--- config.mk ---
export PLATFORM = sky130hd
export DESIGN_NAME = ps2_mouse_packet_tracker_unit_flat
export DESIGN_NICKNAME = d
export VERILOG_FILES = /design/src/hdl/ps2mpt_mouse_packet_tracker_unit.sv /design/src/hdl/ps2mpt_pkg.sv /design/src/hdl/ps2mpt_ifs.sv /design/src/hdl/ps2mpt_assembler.sv /design/src/hdl/ps2mpt_tracker.sv /design/src/hdl/ps2_mouse_packet_tracker_unit.sv /design/src/flat_wrapper.sv
export SDC_FILE = /design/constraint.sdc
export NUM_CORES = 1
export LEC_CHECK = 0
export BUFFER_PORTS_ARGS = -buffer_cell sky130_fd_sc_hd__buf_2
export CAP_MARGIN = 20
export CORE_MARGIN = 5
export CORE_UTILIZATION = 25
export CTS_CLUSTER_DIAMETER = 80
export DETAILED_ROUTE_END_ITERATION = 10
export SETUP_SLACK_MARGIN = 0.3
export SLEW_MARGIN = 20
export SYNTH_ARGS = -nofsm -noshare
export SYNTH_HDL_FRONTEND = slang
export SYNTH_SLANG_ARGS = --single-unit
--- constraint.sdc ---
create_clock -name clock -period 5 [get_ports clock]
set_clock_uncertainty 0.2 [all_clocks]
set_input_delay 0.25 -clock clock [delete_from_list [all_inputs] [get_ports clock]]
set_output_delay 0.25 -clock clock [all_outputs]
set_load 0.03 [all_outputs]
--- src/hdl/ps2mpt_mouse_packet_tracker_unit.sv ---
// Top level of the PS/2 mouse packet tracker.
`default_nettype none
`default_nettype wire

--- src/hdl/ps2mpt_pkg.sv ---
// Shared constants and types for the PS/2 mouse packet tracker.
`default_nettype none
package ps2mpt_pkg;

   localparam int SCREEN_WIDTH_DEFAULT  = 640;
   localparam int SCREEN_HEIGHT_DEFAULT = 480;
   localparam int CURSOR_X_RESET        = 320;
   localparam int CURSOR_Y_RESET        = 240;

   // Header byte bit positions
   localparam int HDR_SYNC_BIT   = 3;
   localparam int HDR_XSIGN_BIT  = 4;
   localparam int HDR_YSIGN_BIT  = 5;
   localparam int HDR_XOVF_BIT   = 6;
   localparam int HDR_YOVF_BIT   = 7;

   localparam int POS_X_W  = 10;
   localparam int POS_Y_W  = 9;
   localparam int BTN_W    = 3;
   localparam int SCROLL_W = 16;

   // Byte counts
   localparam logic [1:0] CNT_FIRST     = 2'd0;
   localparam logic [1:0] CNT_LAST_STD  = 2'd2;
   localparam logic [1:0] CNT_LAST_WHL  = 2'd3;

   // Completed packet handed from the assembler to the tracker
   typedef struct packed {
      logic             fire;
      logic [BTN_W-1:0] buttons;
      logic             x_sign;
      logic [7:0]       x_lo;
      logic             y_sign;
      logic [7:0]       y_lo;
      logic             scroll_en;
      logic [7:0]       scroll_byte;
   } pkt_type;

endpackage
`default_nettype wire

--- src/hdl/ps2mpt_ifs.sv ---
// Channel interfaces for the PS/2 mouse packet tracker.
`default_nettype none
interface ps2mpt_req_if;
   logic       valid;
   logic       ready;
   logic       from_aux;
   logic [7:0] data_byte;
   modport source (output valid, output from_aux, output data_byte, input ready);
   modport sink   (input valid, input from_aux, input data_byte, output ready);
endinterface

interface ps2mpt_rsp_if;
   logic                valid;
   logic                ready;
   logic [9:0]          pos_x;
   logic [8:0]          pos_y;
   logic [2:0]          button_bits;
   logic [2:0]          last_button_bits;
   logic signed [15:0]  scroll_total;
   modport source (output valid, output pos_x, output pos_y, output button_bits,
                   output last_button_bits, output scroll_total, input ready);
   modport sink   (input valid, input pos_x, input pos_y, input button_bits,
                   input last_button_bits, input scroll_total, output ready);
endinterface

interface ps2mpt_csr_if;
   logic valid;
   logic ready;
   logic wheel_mode;
   modport source (output valid, output wheel_mode, input ready);
   modport sink   (input valid, input wheel_mode, output ready);
endinterface
`default_nettype wire

--- src/hdl/ps2mpt_assembler.sv ---
// Input register and packet byte assembly with header sync.
`default_nettype none
module ps2mpt_assembler (
   input  wire logic               clock,
   input  wire logic               reset,
   input  wire logic               req_valid,
   output logic                    req_ready,
   input  wire logic               from_aux,
   input  wire logic [7:0]         data_byte,
   input  wire logic               wheel_mode,
   input  wire logic               stall,
   output ps2mpt_pkg::pkt_type     pkt
);
   import ps2mpt_pkg::*;

   logic       in_valid_ff, in_valid_in;
   logic       aux_ff;
   logic [7:0] data_ff;
   logic [1:0] byte_count_ff, byte_count_in;
   logic [7:0] packet_store_ff [3];

   logic       advance;
   logic       act;
   logic [1:0] last_index;
   logic       do_store;
   logic       do_finish;
   logic [7:0] head;

   assign advance    = in_valid_ff & ~stall;
   assign req_ready  = ~in_valid_ff | ~stall;
   assign act        = advance & aux_ff;
   assign last_index = wheel_mode ? CNT_LAST_WHL : CNT_LAST_STD;

   always_comb begin
      do_store  = 1'b0;
      do_finish = 1'b0;
      if (act) begin
         if (byte_count_ff == CNT_FIRST && !data_ff[HDR_SYNC_BIT]) begin
            do_store = 1'b0;           // out of sync, drop
         end else if (byte_count_ff < last_index && byte_count_ff != CNT_LAST_WHL) begin
            do_store = 1'b1;
         end else begin
            do_finish = 1'b1;
         end
      end
   end

   always_comb begin
      byte_count_in = byte_count_ff;
      if (do_store) begin
         byte_count_in = byte_count_ff + 2'd1;
      end else if (do_finish) begin
         byte_count_in = CNT_FIRST;
      end
   end

   assign in_valid_in = req_ready ? req_valid : in_valid_ff;

   always_ff @(posedge clock) begin
      if (reset) begin
         in_valid_ff   <= 1'b0;
         byte_count_ff <= CNT_FIRST;
      end else begin
         in_valid_ff   <= in_valid_in;
         byte_count_ff <= byte_count_in;
      end
   end

   always_ff @(posedge clock) begin
      if (req_ready && req_valid) begin
         aux_ff  <= from_aux;
         data_ff <= data_byte;
      end
      if (do_store) begin
         packet_store_ff[byte_count_ff] <= data_ff;
      end
   end

   // Completed packet; in standard mode the final byte is still in the input reg
   assign head = packet_store_ff[0];
   always_comb begin
      pkt.fire        = do_finish & ~head[HDR_XOVF_BIT] & ~head[HDR_YOVF_BIT];
      pkt.buttons     = head[BTN_W-1:0];
      pkt.x_sign      = head[HDR_XSIGN_BIT];
      pkt.x_lo        = packet_store_ff[1];
      pkt.y_sign      = head[HDR_YSIGN_BIT];
      pkt.y_lo        = (byte_count_ff == CNT_LAST_STD) ? data_ff : packet_store_ff[2];
      pkt.scroll_en   = wheel_mode;
      pkt.scroll_byte = data_ff;
   end

endmodule
`default_nettype wire

--- src/hdl/ps2mpt_tracker.sv ---
// Cursor, button and scroll state; doubles as the result register.
`default_nettype none
module ps2mpt_tracker #(
   parameter int SCREEN_WIDTH  = ps2mpt_pkg::SCREEN_WIDTH_DEFAULT,
   parameter int SCREEN_HEIGHT = ps2mpt_pkg::SCREEN_HEIGHT_DEFAULT
) (
   input  wire logic                          clock,
   input  wire logic                          reset,
   input  wire ps2mpt_pkg::pkt_type           pkt,
   output logic                               stall,
   output logic                               rsp_valid,
   input  wire logic                          rsp_ready,
   output logic [ps2mpt_pkg::POS_X_W-1:0]     pos_x,
   output logic [ps2mpt_pkg::POS_Y_W-1:0]     pos_y,
   output logic [ps2mpt_pkg::BTN_W-1:0]       button_bits,
   output logic [ps2mpt_pkg::BTN_W-1:0]       last_button_bits,
   output logic signed [ps2mpt_pkg::SCROLL_W-1:0] scroll_total
);
   import ps2mpt_pkg::*;

   // Wide enough for the screen and for the reset position
   localparam int XW = ($clog2(SCREEN_WIDTH) > 9) ? $clog2(SCREEN_WIDTH) : 9;
   localparam int YW = ($clog2(SCREEN_HEIGHT) > 8) ? $clog2(SCREEN_HEIGHT) : 8;
   localparam logic signed [XW+1:0] X_MAX = (XW+2)'(SCREEN_WIDTH - 1);
   localparam logic signed [YW+1:0] Y_MAX = (YW+2)'(SCREEN_HEIGHT - 1);

   logic                 out_valid_ff, out_valid_in;
   logic [XW-1:0]        cursor_x_ff, cursor_x_in;
   logic [YW-1:0]        cursor_y_ff, cursor_y_in;
   logic [BTN_W-1:0]     buttons_now_ff, buttons_before_ff;
   logic [SCROLL_W-1:0]  wheel_sum_ff, wheel_sum_in;

   logic signed [8:0]    dx, dy;
   logic signed [XW+1:0] sum_x;
   logic signed [YW+1:0] sum_y;

   assign stall = out_valid_ff & ~rsp_ready;

   assign dx    = {pkt.x_sign, pkt.x_lo};
   assign dy    = {pkt.y_sign, pkt.y_lo};
   assign sum_x = $signed({2'b00, cursor_x_ff}) + (XW+2)'(dx);
   assign sum_y = $signed({2'b00, cursor_y_ff}) - (YW+2)'(dy);

   always_comb begin
      priority if (sum_x < 0) begin
         cursor_x_in = '0;
      end else if (sum_x > X_MAX) begin
         cursor_x_in = X_MAX[XW-1:0];
      end else begin
         cursor_x_in = sum_x[XW-1:0];
      end
      priority if (sum_y < 0) begin
         cursor_y_in = '0;
      end else if (sum_y > Y_MAX) begin
         cursor_y_in = Y_MAX[YW-1:0];
      end else begin
         cursor_y_in = sum_y[YW-1:0];
      end
   end

   assign wheel_sum_in = pkt.scroll_en
                         ? wheel_sum_ff + {{8{pkt.scroll_byte[7]}}, pkt.scroll_byte}
                         : wheel_sum_ff;

   assign out_valid_in = pkt.fire ? 1'b1 : (rsp_ready ? 1'b0 : out_valid_ff);

   always_ff @(posedge clock) begin
      if (reset) begin
         out_valid_ff      <= 1'b0;
         cursor_x_ff       <= XW'(CURSOR_X_RESET);
         cursor_y_ff       <= YW'(CURSOR_Y_RESET);
         buttons_now_ff    <= '0;
         buttons_before_ff <= '0;
         wheel_sum_ff      <= '0;
      end else begin
         out_valid_ff <= out_valid_in;
         if (pkt.fire) begin
            cursor_x_ff       <= cursor_x_in;
            cursor_y_ff       <= cursor_y_in;
            buttons_before_ff <= buttons_now_ff;
            buttons_now_ff    <= pkt.buttons;
            wheel_sum_ff      <= wheel_sum_in;
         end
      end
   end

   assign rsp_valid        = out_valid_ff;
   assign pos_x            = POS_X_W'(cursor_x_ff);
   assign pos_y            = POS_Y_W'(cursor_y_ff);
   assign button_bits      = buttons_now_ff;
   assign last_button_bits = buttons_before_ff;
   assign scroll_total     = $signed(wheel_sum_ff);

endmodule
`default_nettype wire

--- src/hdl/ps2_mouse_packet_tracker_unit.sv ---
// Last byte of a packet: input register, then the tracker's result register.
// Throughput: one byte per cycle; the input register feeds the tracker's result
//   register directly, and only a result waiting on rsp_ready holds the input.
// Reset (synchronous, active high): byte count 0, cursor at 320/240, buttons and
//   scroll total 0, wheel mode off, no item in flight.
// Top level of the PS/2 mouse packet tracker.
`default_nettype none
module ps2_mouse_packet_tracker_unit #(
   parameter int SCREEN_WIDTH  = ps2mpt_pkg::SCREEN_WIDTH_DEFAULT,
   parameter int SCREEN_HEIGHT = ps2mpt_pkg::SCREEN_HEIGHT_DEFAULT
) (
   input  wire logic          clock,
   input  wire logic          reset,
   ps2mpt_req_if.sink         req_ch,
   ps2mpt_rsp_if.source       rsp_ch,
   ps2mpt_csr_if.sink         csr_ch
);
   import ps2mpt_pkg::*;

   // Mode register; written by user only while no packet in flight; unenforced
   logic    wheel_mode_ff;
   logic    stall;
   pkt_type pkt;

   assign csr_ch.ready = 1'b1;

   always_ff @(posedge clock) begin
      if (reset) begin
         wheel_mode_ff <= 1'b0;
      end else if (csr_ch.valid) begin
         wheel_mode_ff <= csr_ch.wheel_mode;
      end
   end

   // Stage 1: byte register, sync check, packet assembly
   ps2mpt_assembler u_assembler (
      .clock      (clock),
      .reset      (reset),
      .req_valid  (req_ch.valid),
      .req_ready  (req_ch.ready),
      .from_aux   (req_ch.from_aux),
      .data_byte  (req_ch.data_byte),
      .wheel_mode (wheel_mode_ff),
      .stall      (stall),
      .pkt        (pkt)
   );

   // Stage 2: cursor clamp, buttons, scroll; state regs drive the result item
   ps2mpt_tracker #(
      .SCREEN_WIDTH  (SCREEN_WIDTH),
      .SCREEN_HEIGHT (SCREEN_HEIGHT)
   ) u_tracker (
      .clock            (clock),
      .reset            (reset),
      .pkt              (pkt),
      .stall            (stall),
      .rsp_valid        (rsp_ch.valid),
      .rsp_ready        (rsp_ch.ready),
      .pos_x            (rsp_ch.pos_x),
      .pos_y            (rsp_ch.pos_y),
      .button_bits      (rsp_ch.button_bits),
      .last_button_bits (rsp_ch.last_button_bits),
      .scroll_total     (rsp_ch.scroll_total)
   );

endmodule
`default_nettype wire

--- src/flat_wrapper.sv ---
// flat-port wrapper written by rule: the top's interface ports become plain ports
module ps2_mouse_packet_tracker_unit_flat import ps2mpt_pkg::*;
#(
   parameter int SCREEN_WIDTH  = ps2mpt_pkg::SCREEN_WIDTH_DEFAULT,
   parameter int SCREEN_HEIGHT = ps2mpt_pkg::SCREEN_HEIGHT_DEFAULT
)
  (clock, reset, req_ch_valid, req_ch_from_aux, req_ch_data_byte, req_ch_ready, rsp_ch_valid, rsp_ch_pos_x, rsp_ch_pos_y, rsp_ch_button_bits, rsp_ch_last_button_bits, rsp_ch_scroll_total, rsp_ch_ready, csr_ch_valid, csr_ch_wheel_mode, csr_ch_ready);
  ps2mpt_req_if req_ch_i ();
  ps2mpt_rsp_if rsp_ch_i ();
  ps2mpt_csr_if csr_ch_i ();
  input  wire logic clock;
  input  wire logic reset;
  input wire logic [$bits(req_ch_i.valid)-1:0] req_ch_valid;
  input wire logic [$bits(req_ch_i.from_aux)-1:0] req_ch_from_aux;
  input wire logic [$bits(req_ch_i.data_byte)-1:0] req_ch_data_byte;
  output wire logic [$bits(req_ch_i.ready)-1:0] req_ch_ready;
  output wire logic [$bits(rsp_ch_i.valid)-1:0] rsp_ch_valid;
  output wire logic [$bits(rsp_ch_i.pos_x)-1:0] rsp_ch_pos_x;
  output wire logic [$bits(rsp_ch_i.pos_y)-1:0] rsp_ch_pos_y;
  output wire logic [$bits(rsp_ch_i.button_bits)-1:0] rsp_ch_button_bits;
  output wire logic [$bits(rsp_ch_i.last_button_bits)-1:0] rsp_ch_last_button_bits;
  output wire logic [$bits(rsp_ch_i.scroll_total)-1:0] rsp_ch_scroll_total;
  input wire logic [$bits(rsp_ch_i.ready)-1:0] rsp_ch_ready;
  input wire logic [$bits(csr_ch_i.valid)-1:0] csr_ch_valid;
  input wire logic [$bits(csr_ch_i.wheel_mode)-1:0] csr_ch_wheel_mode;
  output wire logic [$bits(csr_ch_i.ready)-1:0] csr_ch_ready;
  assign req_ch_i.valid = req_ch_valid;
  assign req_ch_i.from_aux = req_ch_from_aux;
  assign req_ch_i.data_byte = req_ch_data_byte;
  assign req_ch_ready = req_ch_i.ready;
  assign rsp_ch_valid = rsp_ch_i.valid;
  assign rsp_ch_pos_x = rsp_ch_i.pos_x;
  assign rsp_ch_pos_y = rsp_ch_i.pos_y;
  assign rsp_ch_button_bits = rsp_ch_i.button_bits;
  assign rsp_ch_last_button_bits = rsp_ch_i.last_button_bits;
  assign rsp_ch_scroll_total = rsp_ch_i.scroll_total;
  assign rsp_ch_i.ready = rsp_ch_ready;
  assign csr_ch_i.valid = csr_ch_valid;
  assign csr_ch_i.wheel_mode = csr_ch_wheel_mode;
  assign csr_ch_ready = csr_ch_i.ready;
  ps2_mouse_packet_tracker_unit #(.SCREEN_WIDTH(SCREEN_WIDTH), .SCREEN_HEIGHT(SCREEN_HEIGHT)) u_core (.clock(clock), .reset(reset), .req_ch(req_ch_i), .rsp_ch(rsp_ch_i), .csr_ch(csr_ch_i));
endmodule
==> results.py <==
metrics = {
    "synthesis": {
        "synth_top_area_share": 0.209,
        "syn_avg_cell_area_um2": 9.46,
        "synthFlopType": "dfxtp_1",
        "synth_fp_nets": 543,
        "async_flop_share": 0,
        "synthTopCellsByArea": "edfxtp_1, dfxtp_1, ha_1, a21oi_1, nand2_1",
        "yosysTopAreaCell": "edfxtp_1",
        "synth-seq-cells": 78,
        "syn_inst": 485,
        "yosysSeqAreaShare": 0.410,
        "synth_edf_count": 32,
        "syn_area_um2": 4590,
        "yosysUniqueCellTypes": 68,
        "ys_warn_count": 0,
    },
    "layout": {
        "final_cell_area_um2": 5520,
        "regArea_um2": 1880,
        "nNetsFinal": 609,
        "nFillCells": 1873,
        "multiInputGateArea_um2": 2560,
        "antennaDiodeCount": 0,
        "layout-drive-gt1-share": 0.158,
        "layout_commonest_cell": "buf_2",
        "syn_to_final_growth_pct": 20.3,
        "layout_common_cells": "buf_2, nand2_1, dfxtp_1",
    },
    "timing": {
        "finalSetupViolCount": 0,
        "setup_tns_ps": 0,
        "max_freq_mhz": 270,
        "final_hold_viol_count": 0,
        "final_max_slew_viol_count": 0,
        "maxSlewHeadroom": 0.325,
        "fin_worst_hold_slack_ps": 56.1,
        "period_minus_slack_ps": 3710,
        "rsz0062_at_grt": "no",
        "tightest_slew_ps": 1010,
        "timing.final.crit_share": 0.741,
    },
    "floorplanning": {
        "io_pins": 59,
        "die_y_um": 145,
        "dieArea_um2": 21200,
        "start_util": 0.255,
        "core_um2": 18000,
        "placementRows": 49,
        "die-width_um": 145,
    },
    "clock_tree": {
        "h-tree-depth": 3,
        "clk_pin_slew_ps": 60,
        "clock-root-buffer": "clkbuf_16",
        "cts_tree": "yes",
        "cts_buffers": 9,
        "clkLatencyLatePin_ps": 330,
        "clock_path_buffers": 2,
        "clock_sinks": 78,
    },
    "critical_path": {
        "arrival_ps": 3730,
        "required_ps": 5020,
        "cp_max_fo": 9,
        "path_class": "reg2reg",
        "cp.buffers_inverters": 1,
        "crit_chain": "inv_1 > ha_1 > mux2_2 > ha_1 > fa_1 > nor2b_4 > o31a_1 > o21ai_0 > and3_1 > o21ai_1 > nor4b_1 > a211o_1",
        "worst_setup_path_end_kind": "flop",
        "start_kind": "flop",
        "max_stage_delay_ps": 440,
        "crit_family": "compound AO/OA/AOI/OAI gates",
        "path_common_cell": "ha_1",
        "crit_path_top_delay_cell": "o21ai_1",
    },
    "global_route": {
        "grtUsageTotal": 0.105,
        "grt_pass1_vias": 3527,
        "antenna_found_initial": 0,
        "grt.busiest_layer": "met2",
        "use_met2": 0.158,
        "grt-ovfl-total": 0,
        "grt.met3_usage": 0.0215,
        "grt_pass1_wl_mm": 18.2,
        "grt_util_met1": 0.152,
        "grt_max_degree": 51,
    },
    "routing": {
        "finalWirelength_mm": 11.2,
        "viasPerCell": 4.68,
        "drc_errors": 0,
        "drt_pass1_iterations": 4,
        "via_count": 3675,
        "ant_nets": 0,
        "wire_per_inst_um": 14.2,
        "drt_iter0_drc": 165,
    },
    "placed_design": {
        "placedInstanceArea_um2": 5110,
        "port_buffers": 57,
        "hpwl_mm": 8.11,
        "place.gp.congestion": 0.799,
    },
    "power": {
        "combPwrFrac": 0.052,
        "p_seq_frac": 0.498,
        "ir_drop_mv": 0.145,
        "p_sw_frac": 0.244,
        "power.density_nw_per_um2": 251,
        "power_mw": 1.38,
        "p_leak_nw": 2.19,
        "power.switching_mw": 0.338,
        "clkPwrFrac": 0.450,
        "power.internal_mw": 1.05,
    },
    "worst_hold_path": {
        "hold_path_class": "in2reg",
    },
    "status": {
        "status": "completed",
    },
    "run": {
        "maxCapViolCount": 0,
    },
}
==> sequential cells by signal, summed over array words and instances (netlist names) <==
signal / cells
u_core.u_tracker.pos_x: 10
u_core.wheel_mode_ff: 1
u_core.u_tracker.button_bits: 3
u_core.u_tracker.last_button_bits: 3
u_core.u_assembler.byte_count_ff: 2
u_core.u_tracker.rsp_valid: 1
u_core.u_tracker.pos_y: 9
u_core.u_assembler.packet_store_ff: 23
u_core.u_assembler.data_ff: 8
u_core.u_assembler.aux_ff: 1
u_core.u_assembler.in_valid_ff: 1
u_core.u_tracker.scroll_total: 16
==> worst paths after layout <==
check | from | endpoint | slack [ps] | depth (start not counted)
max | u_core.u_assembler.byte_count_ff[0] | u_core.u_tracker.pos_y[5] | 1290 | 12
min | rsp_ch_ready | u_core.u_tracker.rsp_valid | 60 | 3
max reg2reg | u_core.u_assembler.byte_count_ff[0] | u_core.u_tracker.pos_y[5] | 1290 | 12
min reg2reg | u_core.u_tracker.last_button_bits[1] | u_core.u_tracker.last_button_bits[1] | 250 | 2
==> logic make-up after synthesis <==
logic type,synth area share
DFF,0.410
adders and majority gates,0.122
and+or+nand+nor,0.157
xor gates and xnor gates,0.0324
muxes,0.0297
other,0.000817
buffers and inverters,0.0344
AOI/OAI and AO/OA,0.213
==> through the flow <==
step	setup WS [ps]	utilization	std cells
finish	1290	0.306	785
global route	1040	0.306	785
floorplan	1520	-	485
detailed placement	1290	0.284	757
global placement	1350	0.284	757
CTS	1280	0.306	785
==> cells in the mapped netlist (5+ instances only) <==
| master | instances |
|---|---|
| nand2_1 | 54 |
| dfxtp_1 | 46 |
| a21oi_1 | 45 |
| ha_1 | 40 |
| nor2_1 | 36 |
| edfxtp_1 | 32 |
| inv_1 | 24 |
| o21ai_0 | 22 |
| xnor2_1 | 13 |
| clkbuf_1 | 10 |
| nand2b_1 | 10 |
| nor2b_1 | 10 |
| nor3_1 | 10 |
| a21o_1 | 9 |
| a221oi_1 | 9 |
| o21a_1 | 9 |
| mux2i_1 | 8 |
| nand3_1 | 7 |
| a211oi_1 | 6 |
| a31oi_1 | 5 |
==> worst min-delay path, stage by stage <==
cell      delay [ps]
buf_2            110
nand2b_1         120
a21oi_1           60
==> per-layer routing <==
| layer | vias up | share of wire |
|---|---|---|
| met1 | 1685 | 0.53 |
| met5 | - | 0 |
| met2 | 60 | 0.43 |
| met4 | 0 | 0.014 |
| li1 | 1918 | - |
| met3 | 12 | 0.030 |
==> power groups by stage <==
stage               combinational (mW)  sequential (mW)  clock [mW]
finish                          0.0720            0.690       0.623
global route                    0.0802            0.691       0.672
CTS                             0.0718            0.690       0.641
detailed placement              0.0641            0.704           0
global placement                0.0634            0.704           0
floorplan                       0.0484            0.695           0
==> repair_timing <==
action / in CTS / in global routing
endpoints found under the setup margin: 0 / 0
resized for setup: 0 / 0
buffers inserted: 0 / 0
hold buffers: 12 / 0
endpoints found under the hold margin: 11 / 0
==> layout make-up <==
cell class / instances / area share
Clock buffer: 9 / 0.0408
Clock inverter: 7 / 0.0104
Inverter: 24 / 0.0163
Multi-Input combinational cell: 367 / 0.464
Sequential cell: 78 / 0.341
Tap cell: 229 / 0.0519
Timing Repair Buffer: 71 / 0.0761
Power figures use the tool's default switching activity.
